--- src/hw/rtl/cse_pkg.sv ---
// ----------------------------------------------------------------------------
// Cosine similarity engine package
// Beat types and datapath widths shared across the engine.
// ----------------------------------------------------------------------------
`timescale 1ns / 1ps

package cse_pkg;

  localparam int ELEM_W      = 16;   // Q4.12 element
  localparam int PROD_W      = 32;   // element product
  localparam int SUM_W       = 48;   // running sums, Q24.24
  localparam int COS_W       = 16;   // Q1.14 result
  localparam int DP_W        = 128;  // shared add/sub datapath
  localparam int QW          = 32;   // quotient width
  localparam int ROOT_W      = 16;   // integer root of the quotient
  localparam int T_SHIFT     = 30;   // dot^2 scaled by 2^30
  localparam int CNT_W       = 6;
  localparam int SQRT_STEPS  = 16;
  localparam int SQ_CNT_W    = 4;

  localparam logic [COS_W-1:0] ONE_Q14 = 16'd16384;

  typedef struct packed {
    logic signed [ELEM_W-1:0] elem_a;
    logic signed [ELEM_W-1:0] elem_b;
    logic                     is_last;
  } cse_in_t;

  typedef struct packed {
    logic signed [COS_W-1:0] cosine;
    logic                    zero_norm;
  } cse_out_t;

  typedef struct packed {
    logic signed [SUM_W-1:0] dot;
    logic        [SUM_W-1:0] norm_a;
    logic        [SUM_W-1:0] norm_b;
  } cse_sums_t;

endpackage

--- src/hw/rtl/cse_alu.sv ---
// ----------------------------------------------------------------------------
// Cosine similarity engine shared adder
// One wide add/subtract with a compare flag (a >= b on subtract).
// ----------------------------------------------------------------------------
`timescale 1ns / 1ps

module cse_alu (
  input  logic [cse_pkg::DP_W-1:0] a_i,
  input  logic [cse_pkg::DP_W-1:0] b_i,
  input  logic                     sub_i,
  output logic [cse_pkg::DP_W-1:0] sum_o,
  output logic                     ge_o
);
  import cse_pkg::*;

  logic [DP_W:0] full;
  logic [DP_W-1:0] b_op;

  assign b_op = sub_i ? ~b_i : b_i;
  assign full = {1'b0, a_i} + {1'b0, b_op} + {{DP_W{1'b0}}, sub_i};
  assign sum_o = full[DP_W-1:0];
  assign ge_o  = full[DP_W];  // no borrow

endmodule

--- src/hw/rtl/cse_acc.sv ---
// ----------------------------------------------------------------------------
// Cosine similarity engine accumulator
// Registers the three element products, then adds them into saturating sums.
// ----------------------------------------------------------------------------
`timescale 1ns / 1ps

module cse_acc (
  input  logic               clk,
  input  logic               rst_n,
  input  logic               accept_i,
  input  cse_pkg::cse_in_t   item_i,
  output logic               start_o,
  output cse_pkg::cse_sums_t sums_o
);
  import cse_pkg::*;

  function automatic logic [SUM_W-1:0] sat_add(input logic [SUM_W-1:0] s,
                                               input logic [PROD_W-1:0] p);
    logic [SUM_W:0] r;
    begin
      r = {s[SUM_W-1], s} + {{(SUM_W+1-PROD_W){p[PROD_W-1]}}, p};
      if (r[SUM_W] != r[SUM_W-1]) begin
        sat_add = r[SUM_W] ? {1'b1, {(SUM_W-1){1'b0}}} : {1'b0, {(SUM_W-1){1'b1}}};
      end else begin
        sat_add = r[SUM_W-1:0];
      end
    end
  endfunction

  logic                     p_vld_r, p_vld_nxt;
  logic                     p_last_r;
  logic signed [PROD_W-1:0] p_ab_r, p_aa_r, p_bb_r;
  logic        [SUM_W-1:0]  dot_r, na_r, nb_r;
  logic        [SUM_W-1:0]  dot_nxt, na_nxt, nb_nxt;
  logic        [SUM_W-1:0]  dot_add, na_add, nb_add;

  assign p_vld_nxt = accept_i;

  assign dot_add = sat_add(dot_r, p_ab_r);
  assign na_add  = sat_add(na_r, p_aa_r);
  assign nb_add  = sat_add(nb_r, p_bb_r);

  assign start_o       = p_vld_r & p_last_r;
  assign sums_o.dot    = dot_add;
  assign sums_o.norm_a = na_add;
  assign sums_o.norm_b = nb_add;

  always_comb begin
    dot_nxt = dot_r;
    na_nxt  = na_r;
    nb_nxt  = nb_r;
    if (p_vld_r) begin
      if (p_last_r) begin
        dot_nxt = '0;
        na_nxt  = '0;
        nb_nxt  = '0;
      end else begin
        dot_nxt = dot_add;
        na_nxt  = na_add;
        nb_nxt  = nb_add;
      end
    end
  end

  always_ff @(posedge clk) begin
    if (!rst_n) begin
      p_vld_r <= 1'b0;
      dot_r   <= '0;
      na_r    <= '0;
      nb_r    <= '0;
    end else begin
      p_vld_r <= p_vld_nxt;
      dot_r   <= dot_nxt;
      na_r    <= na_nxt;
      nb_r    <= nb_nxt;
    end
  end

  // product stage
  always_ff @(posedge clk) begin
    if (accept_i) begin
      p_last_r <= item_i.is_last;
      p_ab_r   <= item_i.elem_a * item_i.elem_b;
      p_aa_r   <= item_i.elem_a * item_i.elem_a;
      p_bb_r   <= item_i.elem_b * item_i.elem_b;
    end
  end

endmodule

--- src/hw/rtl/cse_solver.sv ---
// ----------------------------------------------------------------------------
// Cosine similarity engine solver
// Sequencer around the shared adder: na*nb and dot^2 by shift-add, restoring
// divide, restoring square root, then rounding and sign.
// ----------------------------------------------------------------------------
`timescale 1ns / 1ps

module cse_solver (
  input  logic               clk,
  input  logic               rst_n,
  input  logic               start_i,
  input  cse_pkg::cse_sums_t sums_i,
  output logic               done_o,
  output cse_pkg::cse_out_t  res_o
);
  import cse_pkg::*;

  localparam logic [2:0] ST_IDLE = 3'd0;
  localparam logic [2:0] ST_MULP = 3'd1;
  localparam logic [2:0] ST_MULT = 3'd2;
  localparam logic [2:0] ST_DIV  = 3'd3;
  localparam logic [2:0] ST_SQRT = 3'd4;
  localparam logic [2:0] ST_DONE = 3'd5;

  logic [2:0]       state_r, state_nxt;
  logic [CNT_W-1:0] cnt_r, cnt_nxt;
  logic [DP_W-1:0]  x_r, x_nxt;   // product P, then divisor, then root
  logic [DP_W-1:0]  y_r, y_nxt;   // dot^2, then remainder
  logic [QW-1:0]    q_r, q_nxt;   // quotient, then sqrt radicand
  logic [SUM_W-1:0] mq_r, mq_nxt; // multiplier shift register
  logic [SUM_W-1:0] na_r, na_nxt;
  logic [SUM_W-1:0] mag_r, mag_nxt;
  logic             neg_r, neg_nxt;
  cse_out_t         res_r, res_nxt;

  logic [DP_W-1:0]   alu_a, alu_b, alu_sum;
  logic              alu_sub, alu_ge;
  logic [DP_W-1:0]   sqrt_bit, sqrt_res;
  logic [QW-1:0]     q_shift;
  logic [ROOT_W:0]   root_inc;
  logic [COS_W-1:0]  round_mag, clamp_mag;

  cse_alu u_alu (
    .a_i   (alu_a),
    .b_i   (alu_b),
    .sub_i (alu_sub),
    .sum_o (alu_sum),
    .ge_o  (alu_ge)
  );

  assign sqrt_bit = {{(DP_W-1){1'b0}}, 1'b1} << {cnt_r[SQ_CNT_W-1:0], 1'b0};
  assign sqrt_res = alu_ge ? ((x_r >> 1) | sqrt_bit) : (x_r >> 1);
  assign q_shift  = {q_r[QW-2:0], alu_ge};

  // m = (root + 1) / 2, clamped to one
  assign root_inc  = {1'b0, sqrt_res[ROOT_W-1:0]} + {{ROOT_W{1'b0}}, 1'b1};
  assign round_mag = root_inc[ROOT_W:1];
  assign clamp_mag = (round_mag > ONE_Q14) ? ONE_Q14 : round_mag;

  always_comb begin
    state_nxt = state_r;
    cnt_nxt   = cnt_r;
    x_nxt     = x_r;
    y_nxt     = y_r;
    q_nxt     = q_r;
    mq_nxt    = mq_r;
    na_nxt    = na_r;
    mag_nxt   = mag_r;
    neg_nxt   = neg_r;
    res_nxt   = res_r;
    alu_a     = '0;
    alu_b     = '0;
    alu_sub   = 1'b0;
    case (state_r)
      ST_IDLE: begin
        if (start_i) begin
          neg_nxt = sums_i.dot[SUM_W-1];
          mag_nxt = sums_i.dot[SUM_W-1] ? (~sums_i.dot + 1'b1) : sums_i.dot;
          na_nxt  = sums_i.norm_a;
          mq_nxt  = sums_i.norm_b;
          x_nxt   = '0;
          y_nxt   = '0;
          cnt_nxt = CNT_W'(SUM_W - 1);
          if (sums_i.norm_a == '0 || sums_i.norm_b == '0) begin
            res_nxt.cosine    = '0;
            res_nxt.zero_norm = 1'b1;
            state_nxt         = ST_DONE;
          end else begin
            state_nxt = ST_MULP;
          end
        end
      end
      ST_MULP: begin
        alu_a  = x_r << 1;
        alu_b  = mq_r[SUM_W-1] ? {{(DP_W-SUM_W){1'b0}}, na_r} : '0;
        x_nxt  = alu_sum;
        mq_nxt = mq_r << 1;
        if (cnt_r == '0) begin
          cnt_nxt   = CNT_W'(SUM_W - 1);
          mq_nxt    = mag_r;
          state_nxt = ST_MULT;
        end else begin
          cnt_nxt = cnt_r - 1'b1;
        end
      end
      ST_MULT: begin
        alu_a  = y_r << 1;
        alu_b  = mq_r[SUM_W-1] ? {{(DP_W-SUM_W){1'b0}}, mag_r} : '0;
        y_nxt  = alu_sum;
        mq_nxt = mq_r << 1;
        if (cnt_r == '0) begin
          y_nxt     = alu_sum << T_SHIFT;
          x_nxt     = x_r << (QW - 1);
          q_nxt     = '0;
          cnt_nxt   = CNT_W'(QW - 1);
          state_nxt = ST_DIV;
        end else begin
          cnt_nxt = cnt_r - 1'b1;
        end
      end
      ST_DIV: begin
        alu_a   = y_r;
        alu_b   = x_r;
        alu_sub = 1'b1;
        if (alu_ge) begin
          y_nxt = alu_sum;
        end
        q_nxt = q_shift;
        x_nxt = x_r >> 1;
        if (cnt_r == '0) begin
          if (q_shift[QW-1]) begin
            // quotient past 2^31: magnitude clamps to one
            res_nxt.cosine    = neg_r ? (~ONE_Q14 + 1'b1) : ONE_Q14;
            res_nxt.zero_norm = 1'b0;
            state_nxt         = ST_DONE;
          end else begin
            x_nxt     = '0;
            cnt_nxt   = CNT_W'(SQRT_STEPS - 1);
            state_nxt = ST_SQRT;
          end
        end else begin
          cnt_nxt = cnt_r - 1'b1;
        end
      end
      ST_SQRT: begin
        alu_a   = {{(DP_W-QW){1'b0}}, q_r};
        alu_b   = x_r | sqrt_bit;
        alu_sub = 1'b1;
        if (alu_ge) begin
          q_nxt = alu_sum[QW-1:0];
        end
        x_nxt = sqrt_res;
        if (cnt_r == '0) begin
          res_nxt.cosine    = neg_r ? (~clamp_mag + 1'b1) : clamp_mag;
          res_nxt.zero_norm = 1'b0;
          state_nxt         = ST_DONE;
        end else begin
          cnt_nxt = cnt_r - 1'b1;
        end
      end
      ST_DONE: begin
        state_nxt = ST_IDLE;
      end
      default: begin
        state_nxt = ST_IDLE;
      end
    endcase
  end

  always_ff @(posedge clk) begin
    if (!rst_n) begin
      state_r <= ST_IDLE;
      cnt_r   <= '0;
    end else begin
      state_r <= state_nxt;
      cnt_r   <= cnt_nxt;
    end
  end

  always_ff @(posedge clk) begin
    x_r   <= x_nxt;
    y_r   <= y_nxt;
    q_r   <= q_nxt;
    mq_r  <= mq_nxt;
    na_r  <= na_nxt;
    mag_r <= mag_nxt;
    neg_r <= neg_nxt;
    res_r <= res_nxt;
  end

  assign done_o = (state_r == ST_DONE);
  assign res_o  = res_r;

endmodule

--- src/hw/rtl/cosine_similarity_engine_unit.sv ---
// ----------------------------------------------------------------------------
// Cosine similarity engine
// Streams element pairs of two vectors (Q4.12) and returns their cosine
// similarity in Q1.14 after the beat flagged is_last.
//
// Input: a beat is taken on a rising edge with start high and busy low.
// Beats without is_last are taken one per cycle; busy stays low for them.
// A beat with is_last raises busy until its result has gone out.
// Output: out_valid is high for exactly one cycle with out_data; the
// receiver cannot hold it off, and busy drops at the same edge.
// From the last beat to the result, the beat passes a product stage,
// 48 + 48 shift-add steps for na*nb and dot^2, 32 divide steps,
// 16 square-root steps and an output state, all through one
// 128-bit add/subtract unit. When the quotient passes 2^31 the
// square root is skipped (magnitude clamps to one), and when a norm
// is zero the result follows the sums directly (cosine 0, zero_norm 1).
// The first beat of the next vector can go in once busy has dropped.
// Sums saturate at the signed 48-bit range and clear after each last beat.
// Reset (rst_n low, synchronous) clears the sums and the sequencer.
// ----------------------------------------------------------------------------
`timescale 1ns / 1ps

module cosine_similarity_engine_unit (
  input  logic              clk,
  input  logic              rst_n,
  input  logic              start,
  output logic              busy,
  input  cse_pkg::cse_in_t  in_data,
  output logic              out_valid,
  output cse_pkg::cse_out_t out_data
);
  import cse_pkg::*;

  logic      accept;
  logic      busy_r, busy_nxt;
  logic      solve_start;
  cse_sums_t sums;
  logic      done;
  cse_out_t  res;

  assign accept = start & ~busy_r;

  // busy covers the last beat through its result strobe
  always_comb begin
    busy_nxt = busy_r;
    if (accept && in_data.is_last) begin
      busy_nxt = 1'b1;
    end else if (done) begin
      busy_nxt = 1'b0;
    end
  end

  always_ff @(posedge clk) begin
    if (!rst_n) begin
      busy_r <= 1'b0;
    end else begin
      busy_r <= busy_nxt;
    end
  end

  cse_acc u_acc (
    .clk      (clk),
    .rst_n    (rst_n),
    .accept_i (accept),
    .item_i   (in_data),
    .start_o  (solve_start),
    .sums_o   (sums)
  );

  cse_solver u_solver (
    .clk     (clk),
    .rst_n   (rst_n),
    .start_i (solve_start),
    .sums_i  (sums),
    .done_o  (done),
    .res_o   (res)
  );

  assign busy      = busy_r;
  assign out_valid = done;
  assign out_data  = res;

endmodule

--- config.mk ---
export PLATFORM = sky130hd
export DESIGN_NAME = cosine_similarity_engine_unit
export DESIGN_NICKNAME = d
export VERILOG_FILES = /design/src/hw/rtl/cse_pkg.sv /design/src/hw/rtl/cse_alu.sv /design/src/hw/rtl/cse_acc.sv /design/src/hw/rtl/cse_solver.sv /design/src/hw/rtl/cosine_similarity_engine_unit.sv
export SDC_FILE = /design/constraint.sdc
export NUM_CORES = 2
export LEC_CHECK = 0
export ABC_AREA = 1
export BUFFER_PORTS_ARGS = -buffer_cell sky130_fd_sc_hd__buf_2
export CELL_PAD_IN_SITES_DETAIL_PLACEMENT = 1
export CELL_PAD_IN_SITES_GLOBAL_PLACEMENT = 2
export CORE_MARGIN = 4
export CORE_UTILIZATION = 39
export DETAILED_ROUTE_END_ITERATION = 10
export PLACE_DENSITY_LB_ADDON = 0.08
export SLEW_MARGIN = 5
export SYNTH_ARGS = -nofsm -noshare
export SYNTH_HDL_FRONTEND = slang
export SYNTH_HIERARCHICAL = 1
export SYNTH_SLANG_ARGS = --single-unit
--- constraint.sdc ---
create_clock -name clk -period 28.9 [get_ports clk]
set_clock_uncertainty 0.2 [all_clocks]
set_input_delay 2.89 -clock clk [delete_from_list [all_inputs] [get_ports clk]]
set_output_delay 2.89 -clock clk [all_outputs]
set_load 0.005 [all_outputs]
# [Yosys cells after proc, flatten, opt, wreduce, memory -nomap -nowiden]
# Index checks and enable logic that the tools add are counted.
[classes] n_bitwise=8 n_lt_le_gt_ge=1 n_mul=3 n_reduce_logical=21 n_mux=57 n_eq_ne=19 div_mod_pow=0 shifts=1 n_addsub=9
[ops] op="$pmux W128 S4" n=2
[ops] op="$mux W128" n=7
[ops] op="$pmux W128 S5" n=1
[ops] op="$mux W48" n=13
[ops] op="$pmux W128 S3" n=1
[ops] op="$add A48 B32 Y49" n=3
[ops] op="$pmux W48 S3" n=1
[ops] op="$add A128 B128 Y129" n=1
[ops] op="$add A129 B1 Y129" n=1
[ops] op="$not A128 Y128" n=1
[ops] op="$or A127 B128 Y128" n=1
[ops] op="$or A128 B128 Y128" n=1
[ops] op="$shl A1 B5 Y128 const A" n=1
[ops] op="$mux W127" n=1
[ops] op="$logic_not A48 Y1" n=2
[ops] op="$mul A16 B16 Y32" n=3
[ops] op="$pmux W32 S3" n=1
[ops] op="$mux W17" n=5
[ops] op="$mux W32" n=2
[ops] op="$pmux W17 S3" n=1
[ops] op="$add A48 B1 Y48 const B" n=1
[ops] op="$mux W16" n=3
[ops] op="$not A48 Y48" n=1
[ops] op="$mux W47" n=1
[ops] op="32 further kinds" n=64
[totals] regBits=702 ramBits=0 latch_bits=0 output_inout_bits=19 romBits=0 memories=0

# [Depth between registers and ports, before layout]
[logic_depth] depth_word=16 mapped_depth=53 ltp_nobuf=49

# [Cells and area by module]
# Netlist, hierarchy kept.
[modules_own_cells] mod="cse_acc" instances=1 cells_per_inst=6790 area_each_um2=49854.1 seq_area_each_um2=5755.5
[modules_own_cells] mod="cse_solver" instances=1 cells_per_inst=2809 area_each_um2=25349.3 seq_area_each_um2=13693.1
[modules_own_cells] mod="cse_alu" instances=1 cells_per_inst=2897 area_each_um2=14063.5 seq_area_each_um2=0.0
[modules_own_cells] mod="cosine_similarity_engine_unit" instances=1 cells_per_inst=9 area_each_um2=61.3 seq_area_each_um2=20.0

# [Least setup slack after synthesis]
# Ideal clock, no wire load.
[synth_path] path_kind="register -> register" from="register u_solver.state_r[2]" to="register u_solver.y_r[0], enable pin" n_path_buf=6 stages_incl_launch_ff=27 arrival_ns=23.386 slack_ns=4.019 setup_time_ns=1.294 synth_period_minus_slack_ns=24.881 required_ns=27.406 cell_sequence="dfxtp_1 > clkbuf_1 > inv_1 > nor2_1 > nor2_1 > clkbuf_1 > inv_1 > clkbuf_1 > buf_2 > buf_2 > xor2_1 > ha_1 > nand2_1 > nor2_1 > inv_1 > nor2_1 > inv_2 > nor2_2 > inv_1 > o21bai_1 > nand2_1 > nand3_1 > nand2_1 > nand2_1 > buf_2 > inv_1 > a2111oi_0"
[synth_between] elab_chain_cells=8 elab_cells_between_ends=17
[synth_rtl] item="from (decl)" line="cse_solver.sv:25" text="logic [2:0] state_r, state_nxt;"
[synth_rtl] item="from (signal assigned)" line="cse_solver.sv:175" text="state_r <= state_nxt;"
[synth_rtl] item="$eq A3 B2 Y1 / $eq A3 B3 Y1 (equally long branches)" line="cse_solver.sv:74" text="case (state_r)"
[synth_rtl] item="$reduce_or A2 Y1 (no line) (*)"
[synth_rtl] item="$mux W1 (*)" line="cse_solver.sv:74"
[synth_rtl] item="via u_solver.alu_sub" line="cse_solver.sv:37" text="logic alu_sub, alu_ge;"
[synth_rtl] item="$mux W128" line="cse_alu.sv:19" text="assign b_op = sub_i ? ~b_i : b_i;"
[synth_rtl] item="$add A128 B128 Y129" line="cse_alu.sv:20" text="assign full = {1'b0, a_i} + {1'b0, b_op} + {{DP_W{1'b0}}, sub_i};"
[synth_rtl] item="$add A129 B1 Y129 (*)" line="cse_alu.sv:20"
[synth_rtl] item="via u_solver.alu_ge" line="cse_solver.sv:37"
[synth_rtl] item="$ne A2 B2 Y1 (no line) (*)"
[synth_rtl] item="$reduce_and A3 Y1 (no line) (*)"
[synth_rtl] item="to (signal assigned)" line="cse_solver.sv:182" text="y_r <= y_nxt;"
[synth_rtl] item="to (decl)" line="cse_solver.sv:28" text="logic [DP_W-1:0] y_r, y_nxt;"
# The timed path passes the listed nets; every way through them passes the cells marked *.
# A chain may end at the register's enable or synchronous reset.

==> summary.txt <==
Clocking
  • CTS resizes: 0
  • Clock-pin slew on the worst setup and hold paths: approximately 60 ps
  • Clock Tree Buf Depth: 3
  • H-tree depth: 3
  • Worst-skew pair later-pin latency: between 700 and 800 ps
  • CTS tree: done
  • Setup Fix Bufs, Post-CTS: 0
  • CTS Sinks: 700
  • Root Buffer: clkbuf_16
  • CTS buffer count: 84
  • Hold-fix buffers at CTS: 0

Setup path
  • Worst-path maximum fanout: 64
  • Buf+Inv Stages, Crit Path: 10
  • CP Capture Point: u_solver/res_o[15]
  • Type of the worst setup path: reg -> reg
  • Largest delay share family, worst path: simple AND/OR/NAND/NOR gates
  • Reg-to-reg slack, setup: just under 20000 ps
  • Delay of the slowest cell on the worst path: roughly 860 ps
  • Critical Path AT: between 9000 and 10000 ps
  • CP Launch Type: flip-flop
  • Reg2reg start: u_solver/state_r[2]
  • CP max-delay cell: buf_4
  • R2R cell count: 42
  • CP required: 29130 ps
  • Critical Path Source: u_solver/state_r[2]
  • Levels on crit path: 42
  • Most used cell along the critical path: nand2_1
  • Crit. End Element: flip-flop
  • Crit Reg-Reg Endpoint: u_solver/res_o[15]

Yosys
  • Register area share after synthesis: 21.8%
  • Synth top area cells: edfxtp_1, fa_1, nand2_1, inv_1, ha_1
  • Top-count cell post-synth: nand2_1
  • Top cell type by total area after synthesis: edfxtp_1
  • Area share of the largest cell type after synthesis: 18.3%
  • Post-synth EDFFs: 545
  • Number of synthesized register bits: 700
  • Synthesized area per cell: slightly above 7 sq um
  • Synth cell count leaders: nand2_1, inv_1, nor2_1
  • Main synth FF type: edfxtp_1
  • Share of synthesized registers carrying an async set or reset: 0%
  • Synth Cell Area: between 80000 and 90000 sq um
  • Total of warnings raised by yosys: 6
  • Synth cell types: between 60 and 70
  • Syn nets: around 14000
  • Syn Inst Count: between 10000 and 15000

Floorplanning
  • Core ar.: ~230000 sq um
  • I/O pins: between 50 and 60
  • Starting Density: between 30% and 40%
  • Row cnt: around 180
  • Die Y: slightly below 500 microns
  • Die Wd: 487 microns
  • Die area: 237000 sq um

Status
  • Status: complete, no violations

Routing
  • Vias per inst: between 5 and 6
  • DRC: 0
  • Final WL: 386 mm
  • Antenna-violating nets left: 0
  • First-pass DRT Iterations: 5
  • Initial drt markers: about 5700
  • Routed len/inst: around 25 microns
  • Total number of vias: 82300

Power
  • Logic gate share of total power: 75.5%
  • P_leak: 47.8 nW
  • Clock Power Share: slightly above 8%
  • Max IR drop VDD: between 0.1 and 0.15 mV
  • Total power: 13.8 mW
  • Sw frac: 56.3%
  • Reg power frac: between 10% and 20%
  • Pint: between 6 and 7 mW
  • Pwr Density: approximately 140 nW/um^2
  • Net switching power: roughly 7.8 mW

Global route
  • Global-route wire length before repair: about 570 mm
  • Initial antenna violation count: 15
  • Number of global-route vias before repair: 86900
  • Largest net degree at the start of global routing: approximately 130
  • GRT overflow: 0
  • Overall Global Routing Usage: about a third

Place
  • GP Congestion: slightly below 1
  • Number of port buffers: 54
  • HPWL after DPL: about 310 mm
  • DP Worst Slack: around 19000 ps
  • Placed Cells: roughly 15000
  • Placed Area: ~92000 sq um

Layout
  • Number of fill cells: 28800
  • Layout cells sized above 1: ~6%
  • Area Overhead vs Synth: 6.63%
  • Sequential Area: 19500 sq um
  • Layout Cells excl Fill: 15400
  • Final core utilization: 41.8%
  • Fin area: between 90000 and 100000 sq um
  • NumNets Final: 13600
  • Footprint of the multi-input gates: between 50000 and 60000 sq um

STA
  • RSZ-0062 raised after global routing: false
  • Final Cycle Share: approximately 33%
  • Fmax: 106 MHz
  • Max-slew violations: 0
  • Relative slew margins: a little over an eighth
  • Setup TNS Final: 0 ps
  • Fin Hold WS: ~270 ps
  • Hold Vio Cnt, Final: 0
  • Final Setup Violations: 0
  • Slew @ Worst Pin: between 1000 and 1500 ps
  • Final setup margin: approximately 19000 ps
  • Fin crit period: ~9500 ps

Hold path
  • Hold Crit Class: reg -> reg
  • Hold path depth: 2

Job
  • Max Cap Viol: 0
-- cells by family (layout without fill, tap and decap cells) --
kind of cell | count (synthesis) | in the layout | synth area share (%)
buf+inv | 3162 | 3047 | 13.6
simple gates | 5111 | 5111 | 23.7
fa+ha+maj | 1289 | 1289 | 24.2
compound gates | 1772 | 1772 | 12.2
flops | 700 | 700 | 21.8
other cells | 0 | 7 | 0
xor+xnor | 471 | 471 | 4.62
-- power groups by stage --
stage	Clock, mW	Combinational, mW	Sequential [mW]
after CTS	1.18	10.5	2.23
after floorplan	0	7.21	2.17
after global placement	0	10.3	2.24
after global routing	1.21	11.8	2.26
after detailed placement	0	10.5	2.25
final	1.15	10.4	2.23
-- metal layers --
| metal | track usage, % | part of all wire [%] |
|---|---|---|
| met1 | 42.1 | 43 |
| met2 | 52.5 | 46 |
| met3 | 3.45 | 4.8 |
| met4 | 15.7 | 5.7 |
| met5 | 0 | 0.021 |
-- cells in the final DEF, fill, tap and decap left out, types with 91 or more instances in the layout --
master / count
nand2_1: 3442
inv_1: 2707
nor2_1: 869
fa_1: 732
a21oi_1: 606
ha_1: 557
edfxtp_1: 545
o21ai_0: 459
xor2_1: 334
nand3_1: 272
dfxtp_1: 155
xnor2_1: 137
nand2_2: 137
o22ai_1: 131
o221ai_1: 111
nand4_1: 91
-- layout make-up --
type                       instances  share of cell area, %
timing repair buffer             117                  0.872
inverter                        2772                   11.0
antenna                            7                 0.0184
multi-input combinational       8643                   60.8
tap                             3009                   3.95
clock inverter                    51                  0.650
sequential                       700                   20.4
clock buffer                     107                   2.36
-- state kept, by name, summed over array words and instances (netlist names), 32 cells and up --
register / cells
u_acc/dot_r: 48
u_solver/q_r: 32
u_solver/x_r: 128
u_solver/mag_r: 48
u_acc/nb_r: 48
u_acc/na_r: 48
u_solver/y_r: 128
u_solver/na_r: 48
u_solver/mq_r: 48
u_acc/p_ab_r: 32
-- worst min-delay path: stages (launching register included) --
cell	delay, ps
dfxtp_1	310
nand2_1	60
a21oi_1	50
-- worst min-delay path by stage --
stage / slack [ps] / from / to
floorplan: 250 / u_acc/dot_r[10] / u_acc/dot_r[10]
global placement: 260 / u_acc/dot_r[12] / u_acc/dot_r[12]
detailed placement: 270 / u_acc/na_r[34] / u_acc/na_r[34]
CTS: 280 / u_acc/na_r[34] / u_acc/na_r[34]
global route: 290 / u_acc/na_r[4] / u_acc/na_r[4]
finish: 270 / u_acc/nb_r[22] / u_acc/nb_r[22]
No activity file was read; power rests on OpenSTA's default activity.
